$ cat src/rtl/core/thermal_frame_mean_tracker_core_defines.svh
// ----------------------------------------------------------------------------
// Thermal frame mean tracker: assertion macros
// Concurrent assertion wrappers for the core's RTL files (used by tfmt_ctrl).
// ----------------------------------------------------------------------------
`ifndef THERMAL_FRAME_MEAN_TRACKER_CORE_DEFINES_SVH
`define THERMAL_FRAME_MEAN_TRACKER_CORE_DEFINES_SVH

// Assertion on the local clock with an explicit disable condition
`define TFMT_ASSERT_DIS(label, rst, prop, msg) \
   label: assert property (@(posedge clock) disable iff (rst) prop) else $error(msg);

// Assertion on the local clock, disabled while the local reset is high
`define TFMT_ASSERT(label, prop, msg) `TFMT_ASSERT_DIS(label, reset, prop, msg)

`endif

$ cat src/rtl/core/tfmt_pkg.sv
`timescale 1ns / 1ps
// ----------------------------------------------------------------------------
// Thermal frame mean tracker package
// Field widths, register map, reset values, state and control types.
// ----------------------------------------------------------------------------
package tfmt_pkg;

   // Field widths
   localparam int PIXEL_W    = 16;
   localparam int COUNT_W    = 11;
   localparam int TIMER_W    = 16;
   localparam int WEIGHT_W   = 9;
   localparam int JUMP_W     = 15;
   localparam int CSR_ADDR_W = 5;
   localparam int CSR_DATA_W = 32;

   // Fixed-point format of temperatures and the "no value" code
   localparam int TEMP_FRAC_BITS = 6;
   localparam logic signed [PIXEL_W-1:0] SENTINEL = -(16'sd1 <<< TEMP_FRAC_BITS);

   // Full smoothing weight (unity, over 256)
   localparam logic [WEIGHT_W-1:0] WEIGHT_ONE = 9'd256;
   localparam logic [TIMER_W-1:0]  TIMER_MAX  = 16'hFFFF;

   // Register indexes
   localparam logic [2:0] REG_WINDOW_LOW   = 3'd0;
   localparam logic [2:0] REG_WINDOW_HIGH  = 3'd1;
   localparam logic [2:0] REG_AREA_THRESH  = 3'd2;
   localparam logic [2:0] REG_DEBOUNCE     = 3'd3;
   localparam logic [2:0] REG_WEIGHT       = 3'd4;
   localparam logic [2:0] REG_JUMP_LIMIT   = 3'd5;

   // Register reset values
   localparam logic signed [PIXEL_W-1:0] RST_WINDOW_LOW  = 16'sd1984;
   localparam logic signed [PIXEL_W-1:0] RST_WINDOW_HIGH = 16'sd2496;
   localparam logic [COUNT_W-1:0]        RST_AREA_THRESH = 11'd20;
   localparam logic [TIMER_W-1:0]        RST_DEBOUNCE    = 16'd10;
   localparam logic [WEIGHT_W-1:0]       RST_WEIGHT      = 9'd230;
   localparam logic [JUMP_W-1:0]         RST_JUMP_LIMIT  = 15'd38;

   // Configuration seen by the datapath
   typedef struct packed {
      logic signed [PIXEL_W-1:0] window_low;
      logic signed [PIXEL_W-1:0] window_high;
      logic [COUNT_W-1:0]        area_threshold;
      logic [TIMER_W-1:0]        debounce_frames;
      logic [WEIGHT_W-1:0]       smoothing_weight;
      logic [JUMP_W-1:0]         jump_limit;
   } cfg_type;

   // Sequencer states
   typedef enum logic [2:0] {
      ST_IDLE,
      ST_LOAD,
      ST_DIV,
      ST_MEAN,
      ST_SMOOTH,
      ST_PUSH
   } ctrl_state_type;

   // Controller to datapath commands
   typedef struct packed {
      logic accum;
      logic load;
      logic mean;
      logic smooth;
      logic push;
   } cmd_type;

   // Datapath to controller status
   typedef struct packed {
      logic count_zero;
      logic div_done;
   } stat_type;

endpackage

$ cat src/rtl/core/tfmt_channel_if.sv
`timescale 1ns / 1ps
// ----------------------------------------------------------------------------
// Thermal frame mean tracker channels
// Valid/ready channels for pixel words and frame result words.
// ----------------------------------------------------------------------------
interface tfmt_req_if;
   import tfmt_pkg::*;

   logic                      valid;
   logic                      ready;
   logic signed [PIXEL_W-1:0] pixel_temp;
   logic                      frame_end;

   modport source (output valid, output pixel_temp, output frame_end, input ready);
   modport sink   (input valid, input pixel_temp, input frame_end, output ready);
endinterface

interface tfmt_rsp_if;
   import tfmt_pkg::*;

   logic                      valid;
   logic                      ready;
   logic [COUNT_W-1:0]        in_range_count;
   logic signed [PIXEL_W-1:0] frame_mean;
   logic signed [PIXEL_W-1:0] smoothed_mean;
   logic                      present_now;
   logic                      present_stable;

   modport source (output valid, output in_range_count, output frame_mean,
                   output smoothed_mean, output present_now, output present_stable,
                   input ready);
   modport sink   (input valid, input in_range_count, input frame_mean,
                   input smoothed_mean, input present_now, input present_stable,
                   output ready);
endinterface

$ cat src/rtl/core/thermal_frame_mean_tracker_core.sv
`timescale 1ns / 1ps
// Throughput: one pixel word per cycle within a frame; the frame_end word stalls intake.
// Result path: the frame_end word moves the controller to LOAD, then DIV (the
//   one-bit-per-cycle mean divider), MEAN, SMOOTH and PUSH; PUSH waits for a free output.
// A frame with no in-range pixel skips the divider, going from LOAD straight to MEAN.
// Reset is synchronous, active high: clears accumulators, flags, timer, smoothed value,
//   and loads register defaults.
// ----------------------------------------------------------------------------
// Thermal frame mean tracker core
// Per-frame windowed pixel count, mean, debounced presence and smoothed mean.
// ----------------------------------------------------------------------------
module thermal_frame_mean_tracker_core #(
   parameter int MAX_PIXELS = 1024
) (
   input  logic                            clock,
   input  logic                            reset,
   tfmt_req_if.sink                        req,
   tfmt_rsp_if.source                      rsp,
   input  logic                            psel,
   input  logic                            penable,
   input  logic                            pwrite,
   input  logic [tfmt_pkg::CSR_ADDR_W-1:0] paddr,
   input  logic [tfmt_pkg::CSR_DATA_W-1:0] pwdata,
   output logic [tfmt_pkg::CSR_DATA_W-1:0] prdata,
   output logic                            pready
);
   import tfmt_pkg::*;

   cfg_type  cfg;
   cmd_type  cmd;
   stat_type st;
   logic     req_ready;
   logic     rsp_valid;

   assign req.ready = req_ready;
   assign rsp.valid = rsp_valid;

   tfmt_csr u_csr (
      .clock   (clock),
      .reset   (reset),
      .psel    (psel),
      .penable (penable),
      .pwrite  (pwrite),
      .paddr   (paddr),
      .pwdata  (pwdata),
      .prdata  (prdata),
      .pready  (pready),
      .cfg     (cfg)
   );

   tfmt_ctrl u_ctrl (
      .clock         (clock),
      .reset         (reset),
      .req_valid     (req.valid),
      .req_frame_end (req.frame_end),
      .req_ready     (req_ready),
      .rsp_valid     (rsp_valid),
      .rsp_ready     (rsp.ready),
      .cmd           (cmd),
      .st            (st)
   );

   tfmt_dp #(
      .MAX_PIXELS (MAX_PIXELS)
   ) u_dp (
      .clock          (clock),
      .reset          (reset),
      .cfg            (cfg),
      .cmd            (cmd),
      .st             (st),
      .pixel_temp     (req.pixel_temp),
      .in_range_count (rsp.in_range_count),
      .frame_mean     (rsp.frame_mean),
      .smoothed_mean  (rsp.smoothed_mean),
      .present_now    (rsp.present_now),
      .present_stable (rsp.present_stable)
   );

endmodule

$ cat src/rtl/core/tfmt_csr.sv
`timescale 1ns / 1ps
// ----------------------------------------------------------------------------
// Thermal frame mean tracker register file
// APB-style write/read port for the six configuration registers.
// ----------------------------------------------------------------------------
module tfmt_csr (
   input  logic                                clock,
   input  logic                                reset,
   input  logic                                psel,
   input  logic                                penable,
   input  logic                                pwrite,
   input  logic [tfmt_pkg::CSR_ADDR_W-1:0]     paddr,
   input  logic [tfmt_pkg::CSR_DATA_W-1:0]     pwdata,
   output logic [tfmt_pkg::CSR_DATA_W-1:0]     prdata,
   output logic                                pready,
   output tfmt_pkg::cfg_type                   cfg
);
   import tfmt_pkg::*;

   cfg_type    cfg_ff;
   cfg_type    cfg_in;
   logic [2:0] reg_index;
   logic       wr_en;

   assign pready    = 1'b1;
   assign reg_index = paddr[4:2];
   assign wr_en     = psel && penable && pwrite;
   assign cfg       = cfg_ff;

   // Decode writes
   always_comb begin
      cfg_in = cfg_ff;
      if (wr_en) begin
         unique case (reg_index)
            REG_WINDOW_LOW:  cfg_in.window_low       = pwdata[PIXEL_W-1:0];
            REG_WINDOW_HIGH: cfg_in.window_high      = pwdata[PIXEL_W-1:0];
            REG_AREA_THRESH: cfg_in.area_threshold   = pwdata[COUNT_W-1:0];
            REG_DEBOUNCE:    cfg_in.debounce_frames  = pwdata[TIMER_W-1:0];
            REG_WEIGHT:      cfg_in.smoothing_weight = pwdata[WEIGHT_W-1:0];
            REG_JUMP_LIMIT:  cfg_in.jump_limit       = pwdata[JUMP_W-1:0];
            default:         cfg_in = cfg_ff;
         endcase
      end
   end

   always_ff @(posedge clock) begin
      if (reset) begin
         cfg_ff.window_low       <= RST_WINDOW_LOW;
         cfg_ff.window_high      <= RST_WINDOW_HIGH;
         cfg_ff.area_threshold   <= RST_AREA_THRESH;
         cfg_ff.debounce_frames  <= RST_DEBOUNCE;
         cfg_ff.smoothing_weight <= RST_WEIGHT;
         cfg_ff.jump_limit       <= RST_JUMP_LIMIT;
      end else begin
         cfg_ff <= cfg_in;
      end
   end

   // Read back
   always_comb begin
      unique case (reg_index)
         REG_WINDOW_LOW:  prdata = {16'h0, cfg_ff.window_low};
         REG_WINDOW_HIGH: prdata = {16'h0, cfg_ff.window_high};
         REG_AREA_THRESH: prdata = {21'h0, cfg_ff.area_threshold};
         REG_DEBOUNCE:    prdata = {16'h0, cfg_ff.debounce_frames};
         REG_WEIGHT:      prdata = {23'h0, cfg_ff.smoothing_weight};
         REG_JUMP_LIMIT:  prdata = {17'h0, cfg_ff.jump_limit};
         default:         prdata = '0;
      endcase
   end

endmodule

$ cat src/rtl/core/tfmt_div.sv
`timescale 1ns / 1ps
// ----------------------------------------------------------------------------
// Thermal frame mean tracker divider
// Restoring unsigned divider, one quotient bit per cycle.
// ----------------------------------------------------------------------------
module tfmt_div #(
   parameter int NUM_W = 27,
   parameter int DEN_W = 11
) (
   input  logic             clock,
   input  logic             reset,
   input  logic             start,
   input  logic [NUM_W-1:0] numer,
   input  logic [DEN_W-1:0] denom,
   output logic [NUM_W-1:0] quotient,
   output logic             done
);
   localparam int CNT_W = $clog2(NUM_W);

   logic             busy_ff, busy_in;
   logic [CNT_W-1:0] cnt_ff, cnt_in;
   logic [NUM_W-1:0] quo_ff, quo_in;
   logic [DEN_W:0]   rem_ff, rem_in;
   logic [DEN_W-1:0] den_ff, den_in;
   logic [DEN_W:0]   shifted;
   logic [DEN_W+1:0] diff;

   assign done     = busy_ff && (cnt_ff == CNT_W'(NUM_W - 1));
   assign quotient = quo_ff;

   // Shift in one dividend bit, trial subtract, restore on borrow
   always_comb begin
      shifted = {rem_ff[DEN_W-1:0], quo_ff[NUM_W-1]};
      diff    = {1'b0, shifted} - {2'b00, den_ff};
      busy_in = busy_ff;
      cnt_in  = cnt_ff;
      quo_in  = quo_ff;
      rem_in  = rem_ff;
      den_in  = den_ff;
      if (start) begin
         busy_in = 1'b1;
         cnt_in  = '0;
         quo_in  = numer;
         rem_in  = '0;
         den_in  = denom;
      end else if (busy_ff) begin
         cnt_in = cnt_ff + CNT_W'(1);
         if (!diff[DEN_W+1]) begin
            rem_in = diff[DEN_W:0];
            quo_in = {quo_ff[NUM_W-2:0], 1'b1};
         end else begin
            rem_in = shifted;
            quo_in = {quo_ff[NUM_W-2:0], 1'b0};
         end
         if (done) begin
            busy_in = 1'b0;
         end
      end
   end

   always_ff @(posedge clock) begin
      if (reset) begin
         busy_ff <= 1'b0;
         cnt_ff  <= '0;
      end else begin
         busy_ff <= busy_in;
         cnt_ff  <= cnt_in;
      end
   end

   always_ff @(posedge clock) begin
      quo_ff <= quo_in;
      rem_ff <= rem_in;
      den_ff <= den_in;
   end

endmodule

$ cat src/rtl/core/tfmt_dp.sv
`timescale 1ns / 1ps
// ----------------------------------------------------------------------------
// Thermal frame mean tracker datapath
// Window accumulation, presence debounce, mean and smoothed mean, result word.
// ----------------------------------------------------------------------------
module tfmt_dp #(
   parameter int MAX_PIXELS = 1024
) (
   input  logic                                clock,
   input  logic                                reset,
   input  tfmt_pkg::cfg_type                   cfg,
   input  tfmt_pkg::cmd_type                   cmd,
   output tfmt_pkg::stat_type                  st,
   input  logic signed [tfmt_pkg::PIXEL_W-1:0] pixel_temp,
   output logic [tfmt_pkg::COUNT_W-1:0]        in_range_count,
   output logic signed [tfmt_pkg::PIXEL_W-1:0] frame_mean,
   output logic signed [tfmt_pkg::PIXEL_W-1:0] smoothed_mean,
   output logic                                present_now,
   output logic                                present_stable
);
   import tfmt_pkg::*;

   localparam int CW   = $clog2(MAX_PIXELS + 1);
   localparam int SW   = CW + PIXEL_W;
   localparam int CMPW = (CW > COUNT_W) ? CW : COUNT_W;

   // Frame accumulators and tracking state
   logic signed [SW-1:0]      sum_ff, sum_in;
   logic [CW-1:0]             count_ff, count_in;
   logic                      present_ff, present_in;
   logic                      stable_ff, stable_in;
   logic [TIMER_W-1:0]        timer_ff, timer_in;
   logic signed [PIXEL_W-1:0] smooth_ff, smooth_in;

   // Captured frame values
   logic [CW-1:0]             cap_count_ff;
   logic                      sum_neg_ff;
   logic signed [PIXEL_W-1:0] mean_ff, mean_in;

   // Result word
   logic [COUNT_W-1:0]        out_count_ff;
   logic signed [PIXEL_W-1:0] out_mean_ff;
   logic signed [PIXEL_W-1:0] out_smooth_ff;
   logic                      out_present_ff;
   logic                      out_stable_ff;

   logic                      in_window;
   logic [SW-1:0]             sum_mag;
   logic [SW-1:0]             quotient;
   logic                      div_start;
   logic                      div_done;
   logic                      present_cur;
   logic [CMPW-1:0]           count_ext;
   logic [CMPW-1:0]           cap_ext;
   logic [PIXEL_W-1:0]        q_low;

   logic signed [PIXEL_W:0]   diff;
   logic [PIXEL_W:0]          abs_diff;
   logic [WEIGHT_W-1:0]       w_sat;
   logic signed [26:0]        prod;
   logic signed [27:0]        num;
   logic                      mean_valid;
   logic                      smooth_pos;

   assign count_ext = CMPW'(count_ff);
   assign cap_ext   = CMPW'(cap_count_ff);

   // Pixel strictly inside the window, below the pixel cap
   assign in_window = (pixel_temp > cfg.window_low) && (pixel_temp < cfg.window_high)
                      && (count_ff < CW'(MAX_PIXELS));

   assign sum_mag     = sum_ff[SW-1] ? SW'(-sum_ff) : SW'(sum_ff);
   assign div_start   = cmd.load && (count_ff != '0);
   assign present_cur = count_ext > CMPW'(cfg.area_threshold);

   assign st.count_zero = (count_ff == '0);
   assign st.div_done   = div_done;

   tfmt_div #(
      .NUM_W (SW),
      .DEN_W (CW)
   ) u_div (
      .clock    (clock),
      .reset    (reset),
      .start    (div_start),
      .numer    (sum_mag),
      .denom    (count_ff),
      .quotient (quotient),
      .done     (div_done)
   );

   // Accumulate, then clear at frame capture
   always_comb begin
      sum_in   = sum_ff;
      count_in = count_ff;
      if (cmd.load) begin
         sum_in   = '0;
         count_in = '0;
      end else if (cmd.accum && in_window) begin
         sum_in   = sum_ff + SW'(pixel_temp);
         count_in = count_ff + CW'(1);
      end
   end

   // Presence flag and debounce timer
   always_comb begin
      present_in = present_ff;
      stable_in  = stable_ff;
      timer_in   = timer_ff;
      if (cmd.load) begin
         if (present_cur != present_ff) begin
            timer_in = '0;
         end else if (timer_ff != TIMER_MAX) begin
            timer_in = timer_ff + TIMER_W'(1);
         end
         if (timer_in > cfg.debounce_frames) begin
            stable_in = present_cur;
         end
         present_in = present_cur;
      end
   end

   // Signed mean from the magnitude quotient
   assign q_low = quotient[PIXEL_W-1:0];
   always_comb begin
      if (cap_count_ff == '0) begin
         mean_in = SENTINEL;
      end else if (sum_neg_ff) begin
         mean_in = -$signed(q_low);
      end else begin
         mean_in = $signed(q_low);
      end
   end

   // Smoothing: 256*mean + w*(old - mean), rounded, floor divided by 256; a jump at or over the limit takes the mean
   always_comb begin
      diff       = {smooth_ff[PIXEL_W-1], smooth_ff} - {mean_ff[PIXEL_W-1], mean_ff};
      abs_diff   = diff[PIXEL_W] ? (PIXEL_W+1)'(-diff) : (PIXEL_W+1)'(diff);
      w_sat      = (cfg.smoothing_weight > WEIGHT_ONE) ? WEIGHT_ONE : cfg.smoothing_weight;
      prod       = 27'(diff) * 27'($signed({1'b0, w_sat}));
      num        = $signed({{4{mean_ff[PIXEL_W-1]}}, mean_ff, 8'h00}) + 28'(prod)
                   + 28'sd128;
      mean_valid = (mean_ff > cfg.window_low) && (mean_ff < cfg.window_high);
      smooth_pos = !smooth_ff[PIXEL_W-1] && (smooth_ff != '0);
      smooth_in  = smooth_ff;
      if (cmd.smooth) begin
         if (smooth_pos && mean_valid) begin
            if (abs_diff < (PIXEL_W+1)'(cfg.jump_limit)) begin
               smooth_in = num[23:8];
            end else begin
               smooth_in = mean_ff;
            end
         end else if (smooth_ff[PIXEL_W-1] && mean_valid) begin
            smooth_in = mean_ff;
         end else begin
            smooth_in = SENTINEL;
         end
      end
   end

   always_ff @(posedge clock) begin
      if (reset) begin
         sum_ff     <= '0;
         count_ff   <= '0;
         present_ff <= 1'b0;
         stable_ff  <= 1'b0;
         timer_ff   <= '0;
         smooth_ff  <= '0;
      end else begin
         sum_ff     <= sum_in;
         count_ff   <= count_in;
         present_ff <= present_in;
         stable_ff  <= stable_in;
         timer_ff   <= timer_in;
         smooth_ff  <= smooth_in;
      end
   end

   // Capture registers and result word
   always_ff @(posedge clock) begin
      if (cmd.load) begin
         cap_count_ff <= count_ff;
         sum_neg_ff   <= sum_ff[SW-1];
      end
      if (cmd.mean) begin
         mean_ff <= mean_in;
      end
      if (cmd.push) begin
         out_count_ff   <= cap_ext[COUNT_W-1:0];
         out_mean_ff    <= mean_ff;
         out_smooth_ff  <= smooth_ff;
         out_present_ff <= present_ff;
         out_stable_ff  <= stable_ff;
      end
   end

   assign in_range_count = out_count_ff;
   assign frame_mean     = out_mean_ff;
   assign smoothed_mean  = out_smooth_ff;
   assign present_now    = out_present_ff;
   assign present_stable = out_stable_ff;

endmodule

$ cat src/rtl/core/tfmt_ctrl.sv
`timescale 1ns / 1ps
// ----------------------------------------------------------------------------
// Thermal frame mean tracker controller
// Sequences pixel intake, frame capture, divide, smoothing and result output.
// ----------------------------------------------------------------------------
`include "thermal_frame_mean_tracker_core_defines.svh"

module tfmt_ctrl (
   input  logic               clock,
   input  logic               reset,
   input  logic               req_valid,
   input  logic               req_frame_end,
   output logic               req_ready,
   output logic               rsp_valid,
   input  logic               rsp_ready,
   output tfmt_pkg::cmd_type  cmd,
   input  tfmt_pkg::stat_type st
);
   import tfmt_pkg::*;

   ctrl_state_type state_ff, state_in;
   logic           rsp_valid_ff, rsp_valid_in;
   logic           out_free;

   assign out_free  = !rsp_valid_ff || rsp_ready;
   assign rsp_valid = rsp_valid_ff;

   // Next state and commands
   always_comb begin
      state_in  = state_ff;
      cmd       = '0;
      req_ready = 1'b0;
      unique case (state_ff)
         ST_IDLE: begin
            req_ready = 1'b1;
            if (req_valid) begin
               cmd.accum = 1'b1;
               if (req_frame_end) begin
                  state_in = ST_LOAD;
               end
            end
         end
         ST_LOAD: begin
            cmd.load = 1'b1;
            state_in = st.count_zero ? ST_MEAN : ST_DIV;
         end
         ST_DIV: begin
            if (st.div_done) begin
               state_in = ST_MEAN;
            end
         end
         ST_MEAN: begin
            cmd.mean = 1'b1;
            state_in = ST_SMOOTH;
         end
         ST_SMOOTH: begin
            cmd.smooth = 1'b1;
            state_in   = ST_PUSH;
         end
         ST_PUSH: begin
            if (out_free) begin
               cmd.push = 1'b1;
               state_in = ST_IDLE;
            end
         end
         default: state_in = ST_IDLE;
      endcase
   end

   // Hold the result word until taken
   always_comb begin
      if (cmd.push) begin
         rsp_valid_in = 1'b1;
      end else if (rsp_ready) begin
         rsp_valid_in = 1'b0;
      end else begin
         rsp_valid_in = rsp_valid_ff;
      end
   end

   always_ff @(posedge clock) begin
      if (reset) begin
         state_ff     <= ST_IDLE;
         rsp_valid_ff <= 1'b0;
      end else begin
         state_ff     <= state_in;
         rsp_valid_ff <= rsp_valid_in;
      end
   end

   `TFMT_ASSERT(a_push_when_free, cmd.push |-> (!rsp_valid_ff || rsp_ready), "result word overwritten")
   `TFMT_ASSERT(a_frame_end_capture, (req_valid && req_ready && req_frame_end) |=> (state_ff == ST_LOAD), "frame end not captured")
   `TFMT_ASSERT(a_div_done_in_div, st.div_done |-> (state_ff == ST_DIV), "divider finished outside divide state")

endmodule
$ cat src/flat_wrapper.sv
// flat-port wrapper written by rule: the top's interface ports become plain ports
module thermal_frame_mean_tracker_core_flat import tfmt_pkg::*;
#(
   parameter int MAX_PIXELS = 1024
)
  (clock, reset, psel, penable, pwrite, paddr, pwdata, prdata, pready, req_valid, req_pixel_temp, req_frame_end, req_ready, rsp_valid, rsp_in_range_count, rsp_frame_mean, rsp_smoothed_mean, rsp_present_now, rsp_present_stable, rsp_ready);
  tfmt_req_if req_i ();
  tfmt_rsp_if rsp_i ();
  input  logic clock;
  input  logic reset;
  input  logic psel;
  input  logic penable;
  input  logic pwrite;
  input  logic [tfmt_pkg::CSR_ADDR_W-1:0] paddr;
  input  logic [tfmt_pkg::CSR_DATA_W-1:0] pwdata;
  output logic [tfmt_pkg::CSR_DATA_W-1:0] prdata;
  output logic pready;
  input wire logic [$bits(req_i.valid)-1:0] req_valid;
  input wire logic [$bits(req_i.pixel_temp)-1:0] req_pixel_temp;
  input wire logic [$bits(req_i.frame_end)-1:0] req_frame_end;
  output wire logic [$bits(req_i.ready)-1:0] req_ready;
  output wire logic [$bits(rsp_i.valid)-1:0] rsp_valid;
  output wire logic [$bits(rsp_i.in_range_count)-1:0] rsp_in_range_count;
  output wire logic [$bits(rsp_i.frame_mean)-1:0] rsp_frame_mean;
  output wire logic [$bits(rsp_i.smoothed_mean)-1:0] rsp_smoothed_mean;
  output wire logic [$bits(rsp_i.present_now)-1:0] rsp_present_now;
  output wire logic [$bits(rsp_i.present_stable)-1:0] rsp_present_stable;
  input wire logic [$bits(rsp_i.ready)-1:0] rsp_ready;
  assign req_i.valid = req_valid;
  assign req_i.pixel_temp = req_pixel_temp;
  assign req_i.frame_end = req_frame_end;
  assign req_ready = req_i.ready;
  assign rsp_valid = rsp_i.valid;
  assign rsp_in_range_count = rsp_i.in_range_count;
  assign rsp_frame_mean = rsp_i.frame_mean;
  assign rsp_smoothed_mean = rsp_i.smoothed_mean;
  assign rsp_present_now = rsp_i.present_now;
  assign rsp_present_stable = rsp_i.present_stable;
  assign rsp_i.ready = rsp_ready;
  thermal_frame_mean_tracker_core #(.MAX_PIXELS(MAX_PIXELS)) u_core (.clock(clock), .reset(reset), .req(req_i), .rsp(rsp_i), .psel(psel), .penable(penable), .pwrite(pwrite), .paddr(paddr), .pwdata(pwdata), .prdata(prdata), .pready(pready));
endmodule
$ cat config.mk
export PLATFORM = sky130hd
export DESIGN_NAME = thermal_frame_mean_tracker_core_flat
export DESIGN_NICKNAME = d
export VERILOG_FILES = /design/src/rtl/core/tfmt_pkg.sv /design/src/rtl/core/tfmt_channel_if.sv /design/src/rtl/core/thermal_frame_mean_tracker_core.sv /design/src/rtl/core/tfmt_csr.sv /design/src/rtl/core/tfmt_div.sv /design/src/rtl/core/tfmt_dp.sv /design/src/rtl/core/tfmt_ctrl.sv /design/src/flat_wrapper.sv
export VERILOG_INCLUDE_DIRS = /design/src /design/src/rtl/core
export SDC_FILE = /design/constraint.sdc
export NUM_CORES = 1
export LEC_CHECK = 0
export BUFFER_PORTS_ARGS = -buffer_cell sky130_fd_sc_hd__buf_4
export CAP_MARGIN = 0
export CORE_MARGIN = 2
export CORE_UTILIZATION = 53
export CTS_CLUSTER_SIZE = 16
export DETAILED_ROUTE_END_ITERATION = 7
export GPL_TIMING_DRIVEN = 0
export PLACE_DENSITY = 0.74
export SLEW_MARGIN = 10
export SYNTH_ARGS = -nofsm -noshare
export SYNTH_HDL_FRONTEND = slang
export SYNTH_SLANG_ARGS = --single-unit
$ cat constraint.sdc
create_clock -name clock -period 7 [get_ports clock]
set_input_delay 0.7 -clock clock [delete_from_list [all_inputs] [get_ports clock]]
set_output_delay 0.7 -clock clock [all_outputs]
set_load 0.02 [all_outputs]
==> results of run 1 <==
-- repair_timing --
item,4_1_cts,5_1_grt
endpoints found under the setup margin,16,10
gates resized for setup,110,47
setup buffers,49,18
hold buffers,0,0
pin swaps,88,55
-- kinds of logic (layout without fill, tap and decap cells) --
logic type | count (synthesis) | count (layout) | share of synthesized area, %
adders and majority gates | 351 | 351 | 23.1
and+or+nand+nor | 921 | 921 | 18.1
other | 2 | 17 | 0.0321
buffers and inverters | 431 | 655 | 7.20
xor gates and xnor gates | 135 | 135 | 5.06
muxes | 57 | 57 | 2.63
DFF | 287 | 287 | 29.3
AOI/OAI and AO/OA | 538 | 538 | 14.5
-- cell type report --
| type | count | area [um2] |
|---|---|---|
| sequential | 287 | 6860 |
| clock inverter | 12 | 149 |
| tap | 585 | 732 |
| inverter | 309 | 1160 |
| timing repair buffer | 171 | 1390 |
| buffer | 114 | 503 |
| clock buffer | 49 | 958 |
| fill | 3644 | 15900 |
| multi-input combinational | 2019 | 15600 |
-- stage by stage --
stage          TNS [ns]  total power, mW  hold WS (ns)  util [%]  instance area, um2
3_3_place_gp     -13.85             3.79         0.441      57.6               24900
6_report        -0.0947             6.09         0.434      63.2               27300
3_5_place_dp     -13.70             3.86         0.434      57.7               25000
4_1_cts               0             5.93         0.414      62.3               27000
5_1_grt           -1.32             6.39         0.434      63.2               27300
2_1_floorplan         0             3.32         0.406         -               23400
-- synthesized netlist by cell type (all sizes together) (5+ instances only) --
master / count
nand4b: 7
edfxtp: 111
nor3: 37
nor3b: 5
a21o: 39
fa: 135
or3: 26
a2111oi: 6
nand2b: 34
mux2i: 49
a2bb2oi: 5
nand3b: 7
o22ai: 14
nor2b: 35
a31oi: 22
xnor2: 64
a311oi: 5
xor2: 71
a211oi: 17
a22oi: 10
a21oi: 165
nor2: 239
a21boi: 8
dfxtp: 176
clkbuf: 94
nand2: 362
buf: 28
or2: 9
mux2: 5
inv: 307
nand4: 25
and2: 20
and3: 23
or4: 8
o31ai: 15
o21a: 31
o21ai: 124
nor4: 22
ha: 216
o211ai: 29
nand3: 54
-- registers in the layout, indices dropped and copies added (netlist names) --
name                        count
u_core.u_csr.cfg               83
u_core.u_ctrl.rsp_valid         1
u_core.u_ctrl.state_ff          3
u_core.u_dp.cap_count_ff       11
u_core.u_dp.count_ext          11
u_core.u_dp.frame_mean         16
u_core.u_dp.in_range_count     11
u_core.u_dp.mean_ff            16
u_core.u_dp.present_ff          1
u_core.u_dp.present_now         1
u_core.u_dp.present_stable      1
u_core.u_dp.smooth_ff          16
u_core.u_dp.smoothed_mean      16
u_core.u_dp.stable_ff           1
u_core.u_dp.sum_ff             27
u_core.u_dp.sum_neg_ff          1
u_core.u_dp.timer_ff           16
u_core.u_dp.u_div.busy_ff       1
u_core.u_dp.u_div.cnt_ff        5
u_core.u_dp.u_div.den_ff       11
u_core.u_dp.u_div.quotient     27
u_core.u_dp.u_div.rem_ff       11
-- layer usage --
layer	track usage, %	up-vias
li1	-	9682
met1	39.5	10100
met2	53.9	810
met3	5.21	217
met4	15.7	0
met5	0	-
-- layout by cell type (no fill, tap or decap), drive strengths merged, types with 49 or more instances in the layout --
cell / Yosys / layout
a21oi: 165 / 165
nand3: 54 / 54
dfxtp: 176 / 176
xor2: 71 / 71
o21ai: 124 / 124
edfxtp: 111 / 111
buf: 28 / 199
ha: 216 / 216
nand2: 362 / 362
fa: 135 / 135
clkbuf: 94 / 135
xnor2: 64 / 64
nor2: 239 / 239
mux2i: 49 / 49
inv: 307 / 309
-- power by group --
part | leakage (nW) | internal [mW] | total (mW) | switching, mW
Clock | 0.538 | 1.07 | 1.80 | 0.729
Sequential | 2.43 | 1.79 | 1.85 | 0.0553
Combinational | 8.79 | 1.07 | 2.44 | 1.37
-- worst max-delay path, cell delays in order, from the launching register on --
cell	delay [ns]
edfxtp_1	0.48
ha_4	0.19
inv_2	0.04
fa_2	0.37
a211oi_4	0.27
o211ai_1	0.18
a21o_1	0.22
a221o_2	0.44
xor2_4	0.18
buf_12	0.15
buf_6	0.10
nand2_2	0.05
fa_1	0.50
inv_1	0.05
fa_1	0.50
fa_1	0.47
fa_1	0.53
inv_1	0.05
fa_1	0.49
inv_2	0.05
ha_4	0.30
o2111ai_4	0.13
a21o_1	0.24
and3b_2	0.24
o21bai_1	0.16
xor2_1	0.21
nor4_2	0.06
o32ai_1	0.30
-- final timing paths --
kind                                        startpoint                        end
worst min register to register    u_core.u_csr.cfg[64]       u_core.u_csr.cfg[64]
worst min-delay path                        pwdata[15]       u_core.u_csr.cfg[66]
worst max register to register  u_core.u_dp.mean_ff[0]  u_core.u_dp.smooth_ff[12]
worst max-delay path            u_core.u_dp.mean_ff[0]  u_core.u_dp.smooth_ff[12]
==> flow_summary_export.csv, run 1 <==
group,metric,value,unit
setup_path,crit_type,"reg2reg",
route,routed.top_layer,"met4",
setup_path,crit_required,7.44,ns
yosys,ys_types,79,
yosys,ys_seq_area_share,29.3,%
status,violations,"negative setup slack",
placed_design,dp_slack,-1.31,ns
floorplan,core,43300,um2
floorplan,die_area,45800,um2
route,dr_wl_met3,5080,um
route,wirelength,74500,um
sta,maxSlewHeadroom,7.43,%
clock_network,clk_latency,0.54,ns
sta,setup_ws,-0.0653,ns
yosys,netlist_area,23400,um2
setup_path,worst-path-max-fanout,6,
route,dr.pass1.iters,7,
route,route.detailed.drc,0,
hold_path,hold_class,"in2reg",
placed_design,place_inst,3426,
setup_path,r2r_slack,-0.07,ns
final_layout,drive_gt1_share,13.0,%
sta,rsz0062_at_grt,"true",
sta,worst_pin_slew,1.37,ns
pwr,p_leak,11.8,nW
sta,skew,0.0226,ns
job,cap_violations,0,
floorplan,initial_utilization,54.0,%
yosys,avgSynthCellArea,8.59,um2
yosys,synth_edf_count,111,
setup_path,startpoint_type,"flop",
global_routing,grt_pass1_vias,20800,
global_routing,overflow,0,
yosys,synth_top_area_share,15.1,%
hold_path,whs_path_depth,3,
sta,final_hold_viol_count,0,
placed_design,io_buffers,102,
sta,period_share,101,%
global_routing,grt_pass1_wl,115000,um
route,wl_per_cell,21.0,um
setup_path,worstPathArrival,7.50,ns
global_routing,grt_max_degree,29,
sta,period_minus_slack,7.07,ns
floorplan,die_w,214,um
floorplan,boundaryPins,141,
placed_design,place_hpwl,56400,um
route,num_vias,20800,
floorplan,die_y,214,um
sta,fmax,0.142,GHz
yosys,ys_seq_elements,287,
yosys,async_reset_ff_share,0,%
sta,setup_viol,2,
final_layout,finalNetCount,3348,
final_layout,antennaDiodeCount,0,
clock_network,cts.sinks,287,
route,ant_nets,0,
clock_network,cts_buffers,34,
route,via_per_inst,5.86,
pwr,irDropWorstVdd,0.000247,V
clock_network,htreeDepth,2,
route,drt_iter0_markers,1663,
final_layout,syn_to_final_growth,17.0,%
final_layout,fin_cells,3546,
clock_network,cts-root-buf,"clkbuf_16",
yosys,netlist_instances,2722,
yosys,ys.warnings.count,0,
sta,report.final.slew_viol_count,0,
global_routing,track_usage,31.9,%
floorplan,rows,76,
route,met1_length,29800,um
setup_path,endpoint_kind,"flop",
clock_network,clk_pin_slew,0.06,ns
route,met2_length,35700,um
setup_path,rr_worst_depth,27,
yosys,synth.area.top_cells,"dfxtp_1 15%, edfxtp_1 14%, fa_1 12%",
global_routing,antenna_found_initial,0,
pwr,powerDensity,223,nW/um2
placed_design,gp_congestion,0.983,
yosys,dominantRegCellSynth,"dfxtp_1",
status,status,"complete, but fails checks",
clock_network,cts_tree,"done",
clock_network,clock_path_buffers,3,
yosys,synth_largest_area_cell,"dfxtp_1",
No activity file was read; power rests on OpenSTA's default activity.
==> run 2, diff against run 1 <==
--- a/config.mk
+++ b/config.mk
@@ -14,6 +14,7 @@
 export DETAILED_ROUTE_END_ITERATION = 7
 export GPL_TIMING_DRIVEN = 0
 export PLACE_DENSITY = 0.74
+export RECOVER_POWER = 100
 export SLEW_MARGIN = 10
 export SYNTH_ARGS = -nofsm -noshare
 export SYNTH_HDL_FRONTEND = slang
==> run 2 against run 1 <==
- highest routed layer unchanged
- flip-flop and latch count stayed put
- critical path type unchanged
- clock skew is 0.00050 ns higher
- combinational power hardly changed
- global-route usage stayed put
- hold slack got worse by 0.00074 ns
- sequential share of layout area hardly changed
- total power about the same
- the flow still finishes with violations (negative setup slack)
- clock power about the same
- critical endpoint is now u_core.u_dp.smooth_ff[14]
==> flow_summary_export.csv, run 2 (same netlist as run 1, synthesis figures left out) <==
group,metric,value,unit
setup_path,worst-path-max-fanout,8,
clock_network,clk_pin_slew,0.06,ns
global_routing,track_usage,31.9,%
route,dr.pass1.iters,6,
global_routing,antenna_found_initial,0,
final_layout,postLayoutCellArea,27300,um2
route,wl_per_cell,21.0,um
floorplan,core,43300,um2
setup_path,crit_required,7.41,ns
clock_network,htreeDepth,2,
final_layout,finalNetCount,3348,
sta,period_minus_slack,7.02,ns
sta,maxSlewHeadroom,6.98,%
clock_network,cts_tree,"done",
global_routing,overflow,0,
clock_network,cts.sinks,287,
global_routing,grt_pass1_vias,20800,
route,route.detailed.drc,0,
route,ant_nets,0,
final_layout,layout_common_cells,"349 x nand2_1, 294 x inv_1, 231 x nor2_1, 195 x ha_1, 176 x dfxtp_1",
sta,setup_ws,-0.0218,ns
pwr,total_power,6.08,mW
setup_path,crit_type,"reg2reg",
floorplan,rows,76,
route,via_per_inst,5.86,
sta,setup_viol,2,
final_layout,drive_gt1_share,12.6,%
final_layout,antennaDiodeCount,0,
clock_network,ctsHoldBuffers,0,
floorplan,initial_utilization,54.0,%
final_layout,fin_util,63.1,%
sta,worst_pin_slew,1.38,ns
sta,fmax,0.142,GHz
status,status,"complete, but fails checks",
placed_design,place_inst,3426,
clock_network,clk_latency,0.55,ns
placed_design,placed_area,25000,um2
setup_path,worstPathArrival,7.43,ns
floorplan,die_y,214,um
global_routing,grt_max_degree,29,
setup_path,r2r_slack,-0.02,ns
route,wirelength,74300,um
hold_path,whs_path_depth,3,
floorplan,die_area,45800,um2
setup_path,cp-endpoint,"u_core.u_dp.smooth_ff[14]",
floorplan,boundaryPins,141,
sta,skew,0.0231,ns
clock_network,clock_path_buffers,3,
sta,report.final.slew_viol_count,0,
hold_path,hold_class,"in2reg",
pwr,irDropWorstVdd,0.000248,V
clock_network,cts_buffers,34,
setup_path,startpoint_type,"flop",
pwr,powerDensity,223,nW/um2
setup_path,rr_startpoint,"u_core.u_dp.mean_ff[5]",
clock_network,cts-root-buf,"clkbuf_16",
job,cap_violations,0,
placed_design,io_buffers,102,
final_layout,syn_to_final_growth,16.8,%
placed_design,place_hpwl,56400,um
final_layout,largest_reg_flops,83,
setup_path,rr_worst_depth,25,
pwr,p_leak,11.7,nW
floorplan,die_w,214,um
sta,fin_hold_ws,0.433,ns
route,num_vias,20800,
final_layout,fin_cells,3546,
route,drt_iter0_markers,1657,
setup_path,endpoint_kind,"flop",
setup_path,r2r_end,"u_core.u_dp.smooth_ff[14]",
global_routing,grt_pass1_wl,115000,um
sta,rsz0062_at_grt,"true",
setup_path,cp-startpoint,"u_core.u_dp.mean_ff[5]",
sta,final_hold_viol_count,0,
final_layout,layout_commonest_cell,"nand2_1",
placed_design,gp_congestion,0.983,
status,violations,"negative setup slack",
sta,period_share,100,%
-- run 2: layer usage --
layer / vias up / global-route usage, % / part of all wire, %
met1: 10100 / 39.5 / 40
met2: 788 / 53.9 / 48
met4: 0 / 15.7 / 5.8
li1: 9684 / - / -
met3: 241 / 5.21 / 6.9
met5: - / 0 / 0
-- run 2: worst min path at each step --
stage,end,start
floorplan,u_core.u_dp.sum_neg_ff,u_core.u_dp.sum_ff[26]
global placement,u_core.u_csr.cfg[53],u_core.u_csr.cfg[53]
detailed placement,u_core.u_dp.present_now,u_core.u_dp.present_ff
CTS,u_core.u_csr.cfg[82],pwdata[15]
global route,u_core.u_csr.cfg[82],pwdata[15]
finish,u_core.u_csr.cfg[66],pwdata[15]
-- run 2: area by class of cell --
| type | instances | area [um2] |
|---|---|---|
| fillers | 3659 | 16000 |
| clock inverters | 12 | 149 |
| flip-flops and latches | 287 | 6860 |
| plain buffers | 114 | 503 |
| repair buffers | 171 | 1340 |
| well taps | 585 | 732 |
| inverters | 309 | 1160 |
| clock buffers | 49 | 958 |
| multi-input cells | 2019 | 15600 |
-- run 2: what timing repair did --
item / in CTS / in global routing
pin swaps: 88 / 55
gates resized for setup: 110 / 47
setup buffers: 49 / 18
endpoints found under the setup margin: 16 / 10
endpoints found under the hold margin: 0 / 0
-- run 2: metrics by stage --
| stage | setup TNS [ns] | worst slack, ns |
|---|---|---|
| floorplan | 0 | 0.128 |
| global placement | -13.85 | -1.31 |
| detailed placement | -13.70 | -1.31 |
| CTS | 0 | 0.000528 |
| global route | -1.29 | -0.227 |
| finish | -0.0423 | -0.0218 |
-- run 2: where the power goes --
part / total [mW] / internal [mW] / leakage (nW) / switching (mW)
combinational: 2.44 / 1.07 / 8.75 / 1.37
clock: 1.79 / 1.07 / 0.538 / 0.726
sequential: 1.84 / 1.79 / 2.43 / 0.0550
-- run 2: worst max-delay path, stage by stage, from the launching register on --
cell and delay (ns):
edfxtp_1 0.50, inv_1 0.08, ha_1 0.39, o21a_1 0.18, o21ai_2 0.24, a21oi_1 0.11
and3_1 0.25, nor3_4 0.25, nand2_1 0.11, fa_1 0.50, inv_1 0.05, fa_1 0.52
fa_1 0.45, fa_1 0.54, inv_1 0.06, fa_1 0.52, inv_1 0.04, ha_2 0.20
or4_4 0.57, o2111ai_4 0.25, a21o_1 0.20, nand4_1 0.15, a21o_1 0.20, a2111o_1 0.36
o22ai_1 0.11, nor2_1 0.06
